[src/rtl/orrb_pkg.sv]
// ----------------------------------------------------------------------------
// orrb_pkg
// Shared types and constants for the overwriting record ring buffer:
// command codes, register indexes, field widths and the control/status
// bundles that join the controller and the datapath.
// ----------------------------------------------------------------------------
package orrb_pkg;

  // fixed field widths of the ports
  localparam int FUNC_BITS      = 2;
  localparam int LEN_BITS       = 16;
  localparam int DATA_BITS      = 8;
  localparam int COUNT_BITS     = 16;
  localparam int CFG_INDEX_BITS = 2;
  localparam int CFG_DATA_BITS  = 4;
  localparam int CAP_LOG2_BITS  = 4;
  localparam int HDR_BITS       = 2;

  // command codes
  localparam logic [FUNC_BITS-1:0] FUNC_WRITE = 2'd0;
  localparam logic [FUNC_BITS-1:0] FUNC_POP   = 2'd1;
  localparam logic [FUNC_BITS-1:0] FUNC_PEEK  = 2'd2;

  // configuration register indexes
  localparam logic [CFG_INDEX_BITS-1:0] REG_CAPACITY_LOG2   = 2'd0;
  localparam logic [CFG_INDEX_BITS-1:0] REG_HEADER_ELEMENTS = 2'd1;

  // register reset values
  localparam logic [CAP_LOG2_BITS-1:0] CAPACITY_LOG2_RESET   = 4'd10;
  localparam logic [HDR_BITS-1:0]      HEADER_ELEMENTS_RESET = 2'd0;

  // controller to datapath commands
  typedef struct packed {
    logic latch;         // capture the accepted item
    logic cfg_write;     // register write, empties the ring
    logic setup_write;   // clamp length, work out overflow
    logic elem_step;     // store one write element, report on completion
    logic fetch_init;    // clear header accumulator and index
    logic fetch_read;    // read one header element
    logic fetch_acc;     // shift header element into accumulator
    logic drop_step;     // drop the oldest record
    logic hdr_write;     // write one length header element
    logic write_finish;  // commit write pointer and counters
    logic read_flat;     // set up a flat read or an empty read
    logic read_record;   // set up a record read
    logic emit;          // read out one element as a result
  } cmd_t;

  // datapath to controller status
  typedef struct packed {
    logic [FUNC_BITS-1:0] func;
    logic                 first;
    logic                 wrem_zero;
    logic                 hdr_zero;
    logic                 used_zero;
    logic                 over_zero;
    logic                 fetch_last;
    logic                 flat_empty;
    logic                 rec_empty;
    logic                 rleft_one;
  } status_t;

endpackage

[src/rtl/orrb_ctrl.sv]
// ----------------------------------------------------------------------------
// orrb_ctrl
// Controller of the overwriting record ring buffer: accepts items, then
// sequences write setup, record dropping, header writes, header fetches
// and read runs through the datapath.
// ----------------------------------------------------------------------------
module orrb_ctrl (
  input  logic              clk,
  input  logic              rst,
  input  logic              start,
  input  logic              cfg_valid,
  input  orrb_pkg::status_t status,
  output logic              busy,
  output logic              cfg_ready,
  output orrb_pkg::cmd_t    cmd
);
  import orrb_pkg::*;

  localparam logic [3:0] S_IDLE   = 4'd0;
  localparam logic [3:0] S_DECODE = 4'd1;
  localparam logic [3:0] S_DROP   = 4'd2;
  localparam logic [3:0] S_HREAD  = 4'd3;
  localparam logic [3:0] S_HACC   = 4'd4;
  localparam logic [3:0] S_DSTEP  = 4'd5;
  localparam logic [3:0] S_WHDR   = 4'd6;
  localparam logic [3:0] S_WFIN   = 4'd7;
  localparam logic [3:0] S_WDATA  = 4'd8;
  localparam logic [3:0] S_RSETUP = 4'd9;
  localparam logic [3:0] S_EMIT   = 4'd10;

  logic [3:0] state;
  logic [3:0] state_next;

  assign busy      = (state != S_IDLE);
  assign cfg_ready = (state == S_IDLE);

  // next state and commands
  always_comb begin
    state_next = state;
    cmd        = '0;
    case (state)
      S_IDLE: begin
        cmd.cfg_write = cfg_valid;
        if (start) begin
          cmd.latch  = 1'b1;
          state_next = S_DECODE;
        end
      end
      S_DECODE: begin
        case (status.func)
          FUNC_WRITE: begin
            if (status.first) begin
              cmd.setup_write = 1'b1;
              state_next      = status.hdr_zero ? S_WFIN : S_DROP;
            end else begin
              cmd.elem_step = !status.wrem_zero;
              state_next    = S_IDLE;
            end
          end
          FUNC_POP, FUNC_PEEK: begin
            if (status.hdr_zero || status.used_zero) begin
              cmd.read_flat = 1'b1;
              state_next    = status.flat_empty ? S_IDLE : S_EMIT;
            end else begin
              cmd.fetch_init = 1'b1;
              state_next     = S_HREAD;
            end
          end
          default: begin
            state_next = S_IDLE;
          end
        endcase
      end
      S_DROP: begin
        cmd.fetch_init = 1'b1;
        if (status.over_zero || status.used_zero) begin
          state_next = S_WHDR;
        end else begin
          state_next = S_HREAD;
        end
      end
      S_HREAD: begin
        cmd.fetch_read = 1'b1;
        state_next     = S_HACC;
      end
      S_HACC: begin
        cmd.fetch_acc = 1'b1;
        if (!status.fetch_last) begin
          state_next = S_HREAD;
        end else if (status.func == FUNC_WRITE) begin
          state_next = S_DSTEP;
        end else begin
          state_next = S_RSETUP;
        end
      end
      S_DSTEP: begin
        cmd.drop_step = 1'b1;
        state_next    = S_DROP;
      end
      S_WHDR: begin
        cmd.hdr_write = 1'b1;
        if (status.fetch_last) begin
          state_next = S_WFIN;
        end
      end
      S_WFIN: begin
        cmd.write_finish = 1'b1;
        state_next       = S_WDATA;
      end
      S_WDATA: begin
        cmd.elem_step = 1'b1;
        state_next    = S_IDLE;
      end
      S_RSETUP: begin
        cmd.read_record = 1'b1;
        state_next      = status.rec_empty ? S_IDLE : S_EMIT;
      end
      S_EMIT: begin
        cmd.emit = 1'b1;
        if (status.rleft_one) begin
          state_next = S_IDLE;
        end
      end
      default: begin
        state_next = S_IDLE;
      end
    endcase
  end

  // state register
  always_ff @(posedge clk) begin
    if (rst) begin
      state <= S_IDLE;
    end else begin
      state <= state_next;
    end
  end

  // datapath commands never overlap
  a_cmd_excl: assert property (@(posedge clk) disable iff (rst)
    $onehot0({cmd.setup_write, cmd.elem_step, cmd.fetch_init, cmd.fetch_read,
              cmd.fetch_acc, cmd.drop_step, cmd.hdr_write, cmd.write_finish,
              cmd.read_flat, cmd.read_record, cmd.emit}))
    else $error("overlapping datapath commands");

  // header work only in record mode
  a_hdr_mode: assert property (@(posedge clk) disable iff (rst)
    (state == S_HREAD || state == S_WHDR) |-> !status.hdr_zero)
    else $error("header sequence in flat mode");

  // work begins only on an accepted item
  a_busy_start: assert property (@(posedge clk) disable iff (rst)
    $rose(busy) |-> $past(start))
    else $error("busy without an accepted item");

endmodule

[config.mk]
export PLATFORM = sky130hd
export DESIGN_NAME = orrb_ctrl
export DESIGN_NICKNAME = d
export VERILOG_FILES = /design/src/rtl/orrb_pkg.sv /design/src/rtl/orrb_ctrl.sv
export SDC_FILE = /design/constraint.sdc
export NUM_CORES = 1
export LEC_CHECK = 0
export ABC_CLOCK_PERIOD_IN_PS = 2730
export BUFFER_PORTS_ARGS = -buffer_cell sky130_fd_sc_hd__buf_2
export CORE_MARGIN = 3
export CORE_UTILIZATION = 25
export DETAILED_ROUTE_END_ITERATION = 16
export SETUP_SLACK_MARGIN = 0.05
export SYNTH_ARGS = -nofsm -noshare
export SYNTH_HDL_FRONTEND = slang
export SYNTH_SLANG_ARGS = --single-unit
[constraint.sdc]
create_clock -name clk -period 2.73 [get_ports clk]
set_input_delay 0.1365 -clock clk [delete_from_list [all_inputs] [get_ports clk]]
set_output_delay 0.1365 -clock clk [all_outputs]
set_load 0.05 [all_outputs]
Word-level counts from Yosys, hierarchy flattened. Index checks and enable logic that the tools add are counted.

Input port bits: 15. Output and inout bits: 15. Memories kept: 0. Logic and storage cells: 57. Bits in read-only memories: 0. RAM bits: 0. Register bits: 4. Latch bits: 0.

Reductions and logical operators: 8. Order comparisons: 0. Divide/modulo/power cells: 0. Eq/ne operators: 15. Add/subtract/negate cells: 0. Shifts and indexed selects: 0. Multiplexer cells: 33. Bitwise gates (word level): 0. $mul: 0.

Operators by type and width (count): 4-bit case mux with 10 select lines (1); 4-bit 2-to-1 mux (8); 4-bit by 3-bit == test with 1-bit output, second input constant (4); 1-bit 2-to-1 mux (16); 4-bit == test, second input constant (3); 3-bit 2-to-1 mux (3); 4-bit by 2-bit == test with 1-bit output, second input constant (2); 4-bit case mux with 2 select lines (1); 2-bit inequality test, second input constant (3); 4-bit by 1-bit == test with 1-bit output, second input constant (1); 4-bit logical NOT (1); 2-bit 2-to-1 mux (2); 1-bit case mux with 2 select lines (2); 4-bit nonzero test (1); 3-bit AND reduction (1); 2-bit by 1-bit == test with 1-bit output, second input constant (1); 2-bit == test, second input constant (1); 2-bit logical NOT (1); 1-bit logical OR (2); 2-bit OR reduction (1); 1-bit logical NOT (1).

Longest topological paths before layout. Gate-level depths: netlist of run 1.

Depth after elaboration: 4. Mapped depth: 6. Mapped depth without buffers: 6.

Least setup slack after synthesis of run 1. No wires, ideal clock.

Path type: register to output. Start: reg state[3]. End: out busy. Data arrival time: 2929 ps. Setup slack: -336 ps. Stages on the path, launching flop included: 4. Path buffers: 1. Required time: 2594 ps. Path through: dfxtp_1 -> clkbuf_1 -> nor4_1 -> inv_1.

Cells in the longest elaborated chain, start to end: 1.

Ends and longest elaborated chain: start, declared (RTL line orrb_ctrl.sv:31) `logic [3:0] state;`; start signal, assigned (RTL line orrb_ctrl.sv:135) `state <= state_next;`; 4-bit nonzero test (RTL line orrb_ctrl.sv:34) `assign busy = (state != S_IDLE);`; end, declared (RTL line orrb_ctrl.sv:13) `output logic busy,`.

Every way passes these cells.

==> metrics.txt, run 1 <==
post-route setup TNS 0 ns; power per cell area 530 nW/um^2; Filler cells 220; antenna violations before repair 0; Achievable Freq 520 MHz; dpl hpwl 1270 um; share of cells above drive strength 1 34.6%; Core Rows 15; Antenna Nets Post-Route 0; CP max stage delay 0.60 ns; DR vias 690; Syn Std Cell Area 526 um^2; Int Power 183 uW; Synth warnings 0; switching power 190 uW; Clk network pwr share 19.4%; Seq pwr share 23.7%; critical-path cell list or4b_4 -> nor2_1 -> buf_2; max FFs per register 4; Top Registers state: 4 flops; Clock Root Buffer clkbuf_4; Post-Synthesis Cells 80; Vias/cell 5.23; max-cap violation count 0; Num CTS Buffers 3; CP startpoint kind flop; final number of max-transition violations 0; relative slew slack 68.3%; Port Buffers 29; Pleak 0.000319 uW; Final period util 70.4%; Post-CTS Setup Bufs 0; Top reg by flops state; Final Util 37.9%; worst min path class input pin to flop; Initial Utilization 28.3%; Tmin final 1.92 ns; unique cell type count in the Yosys netlist 31; total grt overflow 0; Critical Path End Type output pin; Routed WL 1580 um; fin nets 126; htree depth 1; RSZ-0062 raised after global routing false; post-synth net total 97; clk_lat worst skew 0.23 ns; WP buf/inv 1; First-pass DRT Iterations 4; Sw Share 51.0%; Worst path slowest cell dfxtp_1; RD Place Congestion 0.902; Antenna Diode Count 0; final hold violation count 0; GRT Total Usage 11.8%; Hold Buf Count CTS 0; DRC viols 0; clock slew at reported path FFs 0.04 ns; clock sink total 4; CP delay by family, top simple AND/OR/NAND/NOR gates; CP max FO 15; Die W 51.8 um; worst-case clock buffer depth 2; TritonCTS clock tree built; Synth Area per Inst 6.57 um^2; WP data required 2.59 ns; crit path DAT 1.78 ns; Crit Path Class flop to output pin; Die H 51.8 um; outcome finished, final reports clean; number of global-route vias before repair 547; # setup viols final 0; die area 2690 um^2; Seq/Total Area, Yosys 15.2%; # resized after CTS 0; first-pass GRT wire length 2500 um; Iteration-0 DRC Markers 20; Synth Register Bits 4; Setup Skew 0.00156 ns; I/O pin total 30; largest net degree at the start of global routing 16; drt wl/cell 12.0 um; area added between synthesis and finish 34.0%; worst slew pin tran 0.475 ns; Peak supply drop 0.238 mV; Comb power frac 57.0%; CORE AREA 1860 um^2
-- final cells by class --
| class | count | area, um^2 | area share (%) |
|---|---|---|---|
| clock buffer | 3 | 22.5 | 3.20 |
| inverter | 7 | 26.3 | 3.73 |
| multi-input combinational | 64 | 399 | 56.7 |
| sequential | 4 | 80.1 | 11.4 |
| tap | 25 | 31.3 | 4.44 |
| timing repair buffer | 29 | 145 | 20.6 |
-- cells in the final DEF (no fill, tap or decap), types with 2 or more instances in the layout --
master,instances
inv_1,7
buf_2,29
dfxtp_1,4
clkbuf_4,3
nor2_1,8
nor3_1,8
a21oi_1,6
o32ai_1,2
and3_1,2
or3b_2,2
nand2b_1,4
and2_1,3
nand2_1,5
o21ai_0,5
ha_1,2
-- synth_stat cells, drive strengths merged --
cell type	number	share of area, %
nand2	5	3.6
a31oi	1	1.2
nor4b	1	1.7
and2	3	3.6
o311ai	1	1.7
or2	1	1.2
nor2b	1	1.2
ha	2	4.8
o31a	1	1.7
or3b	2	3.3
dfxtp	4	15
or3	1	1.2
and3b	1	1.7
or4b	2	4.5
inv	7	5.0
clkbuf	4	2.9
o21ai	5	4.8
o2111ai	1	1.7
buf	1	2.1
a21oi	6	5.7
o32ai	2	3.3
nor3	8	7.6
nand3	1	0.95
o22ai	1	1.2
and3	2	2.4
a311oi	1	1.7
nor2	8	5.7
nand2b	4	4.8
a211oi	1	1.4
nor4	2	2.4
-- power by group through the flow --
stage / clock, uW / sequential, uW / combinational [uW]
detailed placement: 0 / 89.3 / 213
global route: 80.8 / 91.3 / 229
finish: 72.3 / 88.5 / 213
floorplan: 0 / 71.0 / 182
global placement: 0 / 88.7 / 212
CTS: 76.5 / 88.4 / 214
-- cell families after synthesis --
group           count (synthesis)  synth area share (%)
fa+ha+maj                       2                  4.76
buf+inv                        12                  10.0
compound gates                 20                  24.3
simple gates                   42                  45.7
flops                           4                  15.2
-- worst reg2reg max path: stages (launching register included) --
cell     delay (ns)
dfxtp_1        0.60
or4b_4         0.56
or2_0          0.23
or3_1          0.32
a21oi_1        0.12
-- metal layers --
layer  vias to the layer above  GRT usage, %  routed length (um)
met4                         0          1.31                   0
met5                         -             0                   0
met1                       305          18.3                 760
met2                        36          15.9                 652
met3                         0          3.72                 168
li1                        349             -                   -
-- final timing paths --
kind / startpoint / end / slack [ns] / depth (start not counted)
hold reg to reg: state[1] / state[2] / 0.75 / 2
hold / removal: rst / state[2] / 0.11 / 2
setup / recovery: state[0] / cmd[2] / 0.81 / 3
setup reg to reg: state[0] / state[3] / 0.83 / 4
-- metrics by stage --
step	instances	area [um^2]	hold WS, ns	setup WS (ns)	total power [uW]
detailed placement	129	682	0.355	0.854	302
floorplan	80	532	0.206	0.449	253
global route	132	704	0.119	0.720	401
CTS	132	704	0.107	0.797	379
global placement	129	682	0.355	0.902	301
finish	132	704	0.113	0.809	374
No activity file was read; power rests on OpenSTA's default activity.
==> run 2, diff against run 1 <==
--- a/config.mk
+++ b/config.mk
@@ -5,7 +5,8 @@
 export SDC_FILE = /design/constraint.sdc
 export NUM_CORES = 1
 export LEC_CHECK = 0
-export ABC_CLOCK_PERIOD_IN_PS = 2730
+export ABC_AREA = 1
+export ABC_CLOCK_PERIOD_IN_PS = 1700
 export BUFFER_PORTS_ARGS = -buffer_cell sky130_fd_sc_hd__buf_2
 export CORE_MARGIN = 3
 export CORE_UTILIZATION = 25
==> constraint.sdc (replaced) <==
create_clock -name clk -period 1.7 [get_ports clk]
set_input_delay 0.085 -clock clk [delete_from_list [all_inputs] [get_ports clk]]
set_output_delay 0.085 -clock clk [all_outputs]
set_load 0.05 [all_outputs]
==> run 2 against run 1 <==
Compared with the run above:
- register-to-register slack got worse by 0.40 ns
- cell count rose by 14%
- flip-flop and latch count did not move
- critical endpoint is now cmd[9]
- synthesized area fell by 0.95%
- hold slack got worse by 0.063 ns
- design area rose by 4.3%
- synthesized cell count rose by 18%
- clock skew rose by 0.0023 ns
- critical path depth rose by 2
- routed wire length fell by 8.4%
==> metrics.txt, run 2 <==
CP max stage delay 0.43 ns (-0.17 ns); Syn Std Cell Area 520 um^2 (-0.95%); CP startpoint kind flop; htree depth 1 (unchanged); Die H 51.6 um (-0.41%); Tmin final 1.55 ns; Achievable Freq 647 MHz; antenna violations before repair 0 (unchanged); post-route setup TNS 0 ns (unchanged); CP delay by family, top flip-flops; First-pass DRT Iterations 4 (unchanged); final hold violation count 0 (unchanged); Worst path slowest cell dfxtp_1; Antenna Diode Count 0 (unchanged); Top reg by flops state; DRC viols 0 (unchanged); Iteration-0 DRC Markers 8 (-60%); power per cell area 718 nW/um^2 (+35%); Antenna Nets Post-Route 0 (unchanged); relative slew slack 81.7% (+13 points); Die W 51.6 um (-0.41%); Async S/R FF share, synth 0% (unchanged); Post-CTS Setup Bufs 0 (unchanged); final worst setup slack 0.153 ns (-0.655 ns); dpl hpwl 1280 um (+0.94%); Peak supply drop 0.550 mV (+130%); Seq/Total Area, Yosys 15.4% (+0.15 points); Top Registers state: 4 flops; DR vias 642 (-7.0%); multi-input logic area 369 um^2 (-7.5%); Placement Setup Slack 0.404 ns (-0.450 ns); top cell type's share of synthesized area 15.9% (+0.63 points); Post-Synthesis Cells 94 (+18%); critical-path cell list inv_2 -> nor2_4 -> nand2_4 -> o41ai_2 -> buf_2; post-synth net total 111 (+14%); Synth Area per Inst 5.54 um^2 (-16%); Filler cells 226 (+2.7%); commonest non-fill, non-tap cell in the layout buf_2; clock slew at reported path FFs 0.04 ns (about the same); Post-synth top flop dfxtp_1; final number of max-transition violations 0 (unchanged); total grt overflow 0 (unchanged); largest net degree at the start of global routing 7 (-9); WP buf/inv 2 (+1); max-cap violation count 0 (unchanged); worst slew pin tran 0.274 ns (-0.201 ns); synth top area cells nand2_1 16%, dfxtp_1 15%, inv_1 15%; outcome finished, final reports clean; Synth warnings 0 (unchanged); worst-case clock buffer depth 2 (unchanged); Routed WL 1450 um (-8.4%); share of cells above drive strength 1 38.1% (+3.5 points); top cells by count, synth 22 x nand2_1, 21 x inv_1, 13 x nor2_1, 9 x nand3_1, 4 x dfxtp_1; GRT Total Usage 12.0% (+0.22 points); die area 2670 um^2 (-0.83%); Final period util 91.0%; Hold Buf Count CTS 0 (unchanged); worst min path class input pin to flop; crit path DAT 1.46 ns (-0.32 ns); drt wl/cell 9.58 um (-20%); post-synth top area cell nand2_1; fin nets 145 (+15%); max FFs per register 4 (unchanged); CORE AREA 1840 um^2 (-1.0%); Port Buffers 29 (unchanged); most frequent cells in the layout 29 x buf_2, 22 x nand2_1, 21 x inv_1; Setup Skew 0.00382 ns (+0.00225 ns); Critical Path End Type output pin; number of global-route vias before repair 615 (+12%); Vias/cell 4.25 (-19%); Pleak 0.000463 uW (+45%); Clock Root Buffer clkbuf_4; unique cell type count in the Yosys netlist 19 (-39%); # resized after CTS 0 (unchanged); I/O pin total 30 (unchanged); # setup viols final 0 (unchanged); Crit Path Class flop to output pin; Core Rows 15 (unchanged); Reg area 80.1 um^2 (unchanged); most numerous cell in the Yosys netlist nand2_1; Synth Register Bits 4 (unchanged); area added between synthesis and finish 41.1%; CP max FO 6 (-9); clock sink total 4 (unchanged); Num CTS Buffers 3 (unchanged); first-pass GRT wire length 2450 um (-1.9%); clk_lat worst skew 0.24 ns (about the same); RD Place Congestion 0.857 (-4.9%); RSZ-0062 raised after global routing false; Post-synth EDFFs 0 (unchanged); Initial Utilization 28.3% (about the same); WP data required 1.62 ns (-0.97 ns); TritonCTS clock tree built
run 2: path summary, 6_finish.rpt:
check,slack (ns),start,endpoint,depth (start not counted)
min,0.05,rst,state[1],2
min reg2reg,0.79,state[0],state[0],5
max reg2reg,0.43,state[1],state[3],9
max,0.15,state[0],cmd[9],5
run 2: worst register-to-register path: cells and delay by family, from the launching register on:
family	cells	cell delay (ns)
compound gates	1	0.15
simple gates	6	0.43
buf+inv	2	0.11
flops	1	0.47
run 2: power breakdown:
part | internal (uW) | switching (uW)
sequential | 103 | 13.8
clock | 79.1 | 40.5
combinational | 76.2 | 215
total | 258 | 269
run 2: cell families after synthesis:
group                    count (synthesis)  synth area share (%)
AO/OA/AOI/OAI                            8                  10.6
flip-flops                               4                  15.4
adder cells (fa/ha/maj)                  2                  4.81
AND/OR/NAND/NOR                         57                  52.6
buffers and inverters                   23                  16.6
run 2: per-layer routing:
layer	share of wire [%]	vias up	track usage, %	routed length, um
li1	-	352	-	-
met1	47	267	16.1	673
met2	46	21	18.9	665
met3	6.4	2	1.15	92
met4	0.97	0	6.55	14
met5	0	-	0	0
run 2: per-stage QoR:
step                      utilization (%)  power, uW  hold slack (ns)  instance area [um^2]  cells
final                                39.9        527           0.0498                   734    151
after CTS                            39.9        533           0.0436                   734    151
after global placement               38.7        408            0.300                   712    148
after detailed placement             38.7        410            0.295                   712    148
after global routing                 39.9        565           0.0569                   734    151
after floorplan                         -        341            0.147                   536     94
run 2: cell type report:
| class | instances | area share [%] |
|---|---|---|
| multi-input cells | 67 | 50.3 |
| well taps | 25 | 4.26 |
| inverters | 23 | 11.8 |
| flip-flops and latches | 4 | 10.9 |
| repair buffers | 29 | 19.8 |
| clock buffers | 3 | 3.07 |
==> run 3, diff against run 2 <==
--- a/config.mk
+++ b/config.mk
@@ -11,6 +11,7 @@
 export CORE_MARGIN = 3
 export CORE_UTILIZATION = 25
 export DETAILED_ROUTE_END_ITERATION = 16
+export RECOVER_POWER = 100
 export SETUP_SLACK_MARGIN = 0.05
 export SYNTH_ARGS = -nofsm -noshare
 export SYNTH_HDL_FRONTEND = slang
==> run 3 against run 2 <==
Compared with the run above:
- via count unchanged
- global-route usage unchanged
- non-clock buffer count stayed put
- count of clock-buffer cells in the layout unchanged
- maximum frequency shrank 0.64%
- setup slack lost 0.010 ns
- hold slack did not move
- critical path type unchanged
- critical endpoint is now cmd[4]
- largest cell class unchanged
- largest power group unchanged
- highest routed layer unchanged
==> metrics.txt, run 3 (synthesized netlist as in run 2, its figures left out) <==
Final period util 91.6% (+0.59 points); clock slew at reported path FFs 0.04 ns (about the same); DR vias 642 (unchanged); Final Util 39.6% (-0.34 points); clock sink total 4 (unchanged); post-route setup TNS 0 ns (unchanged); crit path DAT 1.47 ns (about the same); Pleak 0.000452 uW (-2.3%); WP buf/inv 3 (+1); CP max stage delay 0.47 ns (+0.04 ns); TritonCTS clock tree built; Antenna Nets Post-Route 0 (unchanged); met1 wire length 673 um (unchanged); Clock Root Buffer clkbuf_4; largest net degree at the start of global routing 7 (unchanged); WP data required 1.62 ns (about the same); clk_lat worst skew 0.24 ns (about the same); Clk network pwr share 22.8% (about the same); CORE AREA 1840 um^2 (unchanged); worst-case clock buffer depth 2 (unchanged); Iteration-0 DRC Markers 8 (unchanged); Core Rows 15 (unchanged); worst min path class input pin to flop; share of cells above drive strength 1 35.7% (-2.4 points); RR Startpoint state[1]; Worst path slowest cell dfxtp_1; final hold violation count 0 (unchanged); Peak supply drop 0.549 mV (-0.27%); most frequent cells in the layout 22 x nand2_1, 21 x inv_1, 16 x buf_2; Num CTS Buffers 3 (unchanged); switching power 269 uW (-0.26%); RSZ-0062 raised after global routing false; Top reg by flops state; start point of the critical path state[1]; CP max FO 6 (unchanged); antenna violations before repair 0 (unchanged); # resized after CTS 0 (unchanged); Critical Path End Type output pin; Routed WL 1450 um (-0.14%); max-cap violation count 0 (unchanged); Seq pwr share 22.0% (about the same); worst slew pin tran 0.598 ns (+0.324 ns); # setup viols final 0 (unchanged); max layer used met4; met2 WL 659 um (-0.90%); I/O pin total 30 (unchanged); outcome finished, final reports clean; total grt overflow 0 (unchanged); Tmin final 1.56 ns (+0.00997 ns); hold_sp rst; Achievable Freq 642 MHz (-0.64%); die area 2670 um^2 (unchanged); htree depth 1 (unchanged); Comb power frac 55.2% (about the same); relative slew slack 60.3% (-21 points); Hold Buf Count CTS 0 (unchanged); Top Registers state: 4 flops; GRT Total Usage 12.0% (unchanged); Die W 51.6 um (unchanged); Post-CTS Setup Bufs 0 (unchanged); first-pass GRT wire length 2450 um (unchanged); power per cell area 721 nW/um^2 (+0.47%); fin nets 145 (unchanged); Vias/cell 4.25 (unchanged); Crit Path Class flop to output pin; Initial Utilization 28.3% (unchanged); Port Buffers 29 (unchanged); CP delay by family, top flip-flops; dpl hpwl 1280 um (unchanged); drt wl/cell 9.57 um (-0.14%); First-pass DRT Iterations 4 (unchanged); Int Power 256 uW (-0.52%); number of global-route vias before repair 615 (unchanged); final number of max-transition violations 0 (unchanged); Die H 51.6 um (unchanged); RD Place Congestion 0.857 (unchanged); commonest non-fill, non-tap cell in the layout nand2_1; DRC viols 0 (unchanged); Setup Skew 0.00382 ns (unchanged); max FFs per register 4 (unchanged); Antenna Diode Count 0 (unchanged); CP startpoint kind flop; final hold slack 0.0498 ns (unchanged); critical-path cell list inv_2 -> nor2_1 -> nand2_1 -> inv_1 -> buf_2; Sw Share 51.1% (+0.067 points); area added between synthesis and finish 39.9%; metal3 WL 97 um (+5.4%)
## run 3: cell types whose count changed in the layout (fill, tap and decap cells not counted)
cell | before | now
clkbuf_2 | 0 | 12
clkbuf_1 | 0 | 1
nor2_2 | 4 | 2
buf_2 | 29 | 16
nor2_1 | 12 | 14
## run 3: worst register-to-register path: stages, from the launching register on
cell	delay, ns
dfxtp_1	0.47
inv_2	0.06
nor2_1	0.19
nand2_1	0.18
nor2_1	0.13
nor2_1	0.07
nand2_1	0.08
a21oi_2	0.05
## run 3: cell type report
type	count	area [um^2]
repair buffers	29	144
clock buffers	3	22.5
inverters	23	86.3
well taps	25	31.3
flip-flops and latches	4	80.1
fillers	229	1110
multi-input cells	67	364
## run 3: worst paths after layout
kind               to  slack [ns]  cells past startpoint
max            cmd[4]        0.14                      5
min          state[1]        0.05                      2
max reg2reg  state[1]        0.37                      7
min reg2reg  state[0]        0.78                      5
## run 3: per-layer routing
layer / GRT usage (%) / vias up
met5: 0 / -
met4: 6.55 / 0
met3: 1.15 / 2
met2: 18.9 / 21
met1: 16.1 / 267
li1: - / 352
## run 3: through the flow
stage	power, uW	instance area, um^2	setup WS (ns)	cells
floorplan	341	536	0.0235	94
global placement	408	712	0.437	148
detailed placement	410	712	0.404	148
CTS	533	734	0.141	151
global route	563	728	0.0321	151
finish	525	728	0.144	151
## run 3: power by group through the flow
| stage | clock [uW] | sequential [uW] | combinational [uW] |
|---|---|---|---|
| after floorplan | 0 | 116 | 225 |
| after global placement | 0 | 117 | 292 |
| after detailed placement | 0 | 118 | 293 |
| after CTS | 123 | 116 | 293 |
| after global routing | 126 | 118 | 319 |
| final | 120 | 116 | 290 |
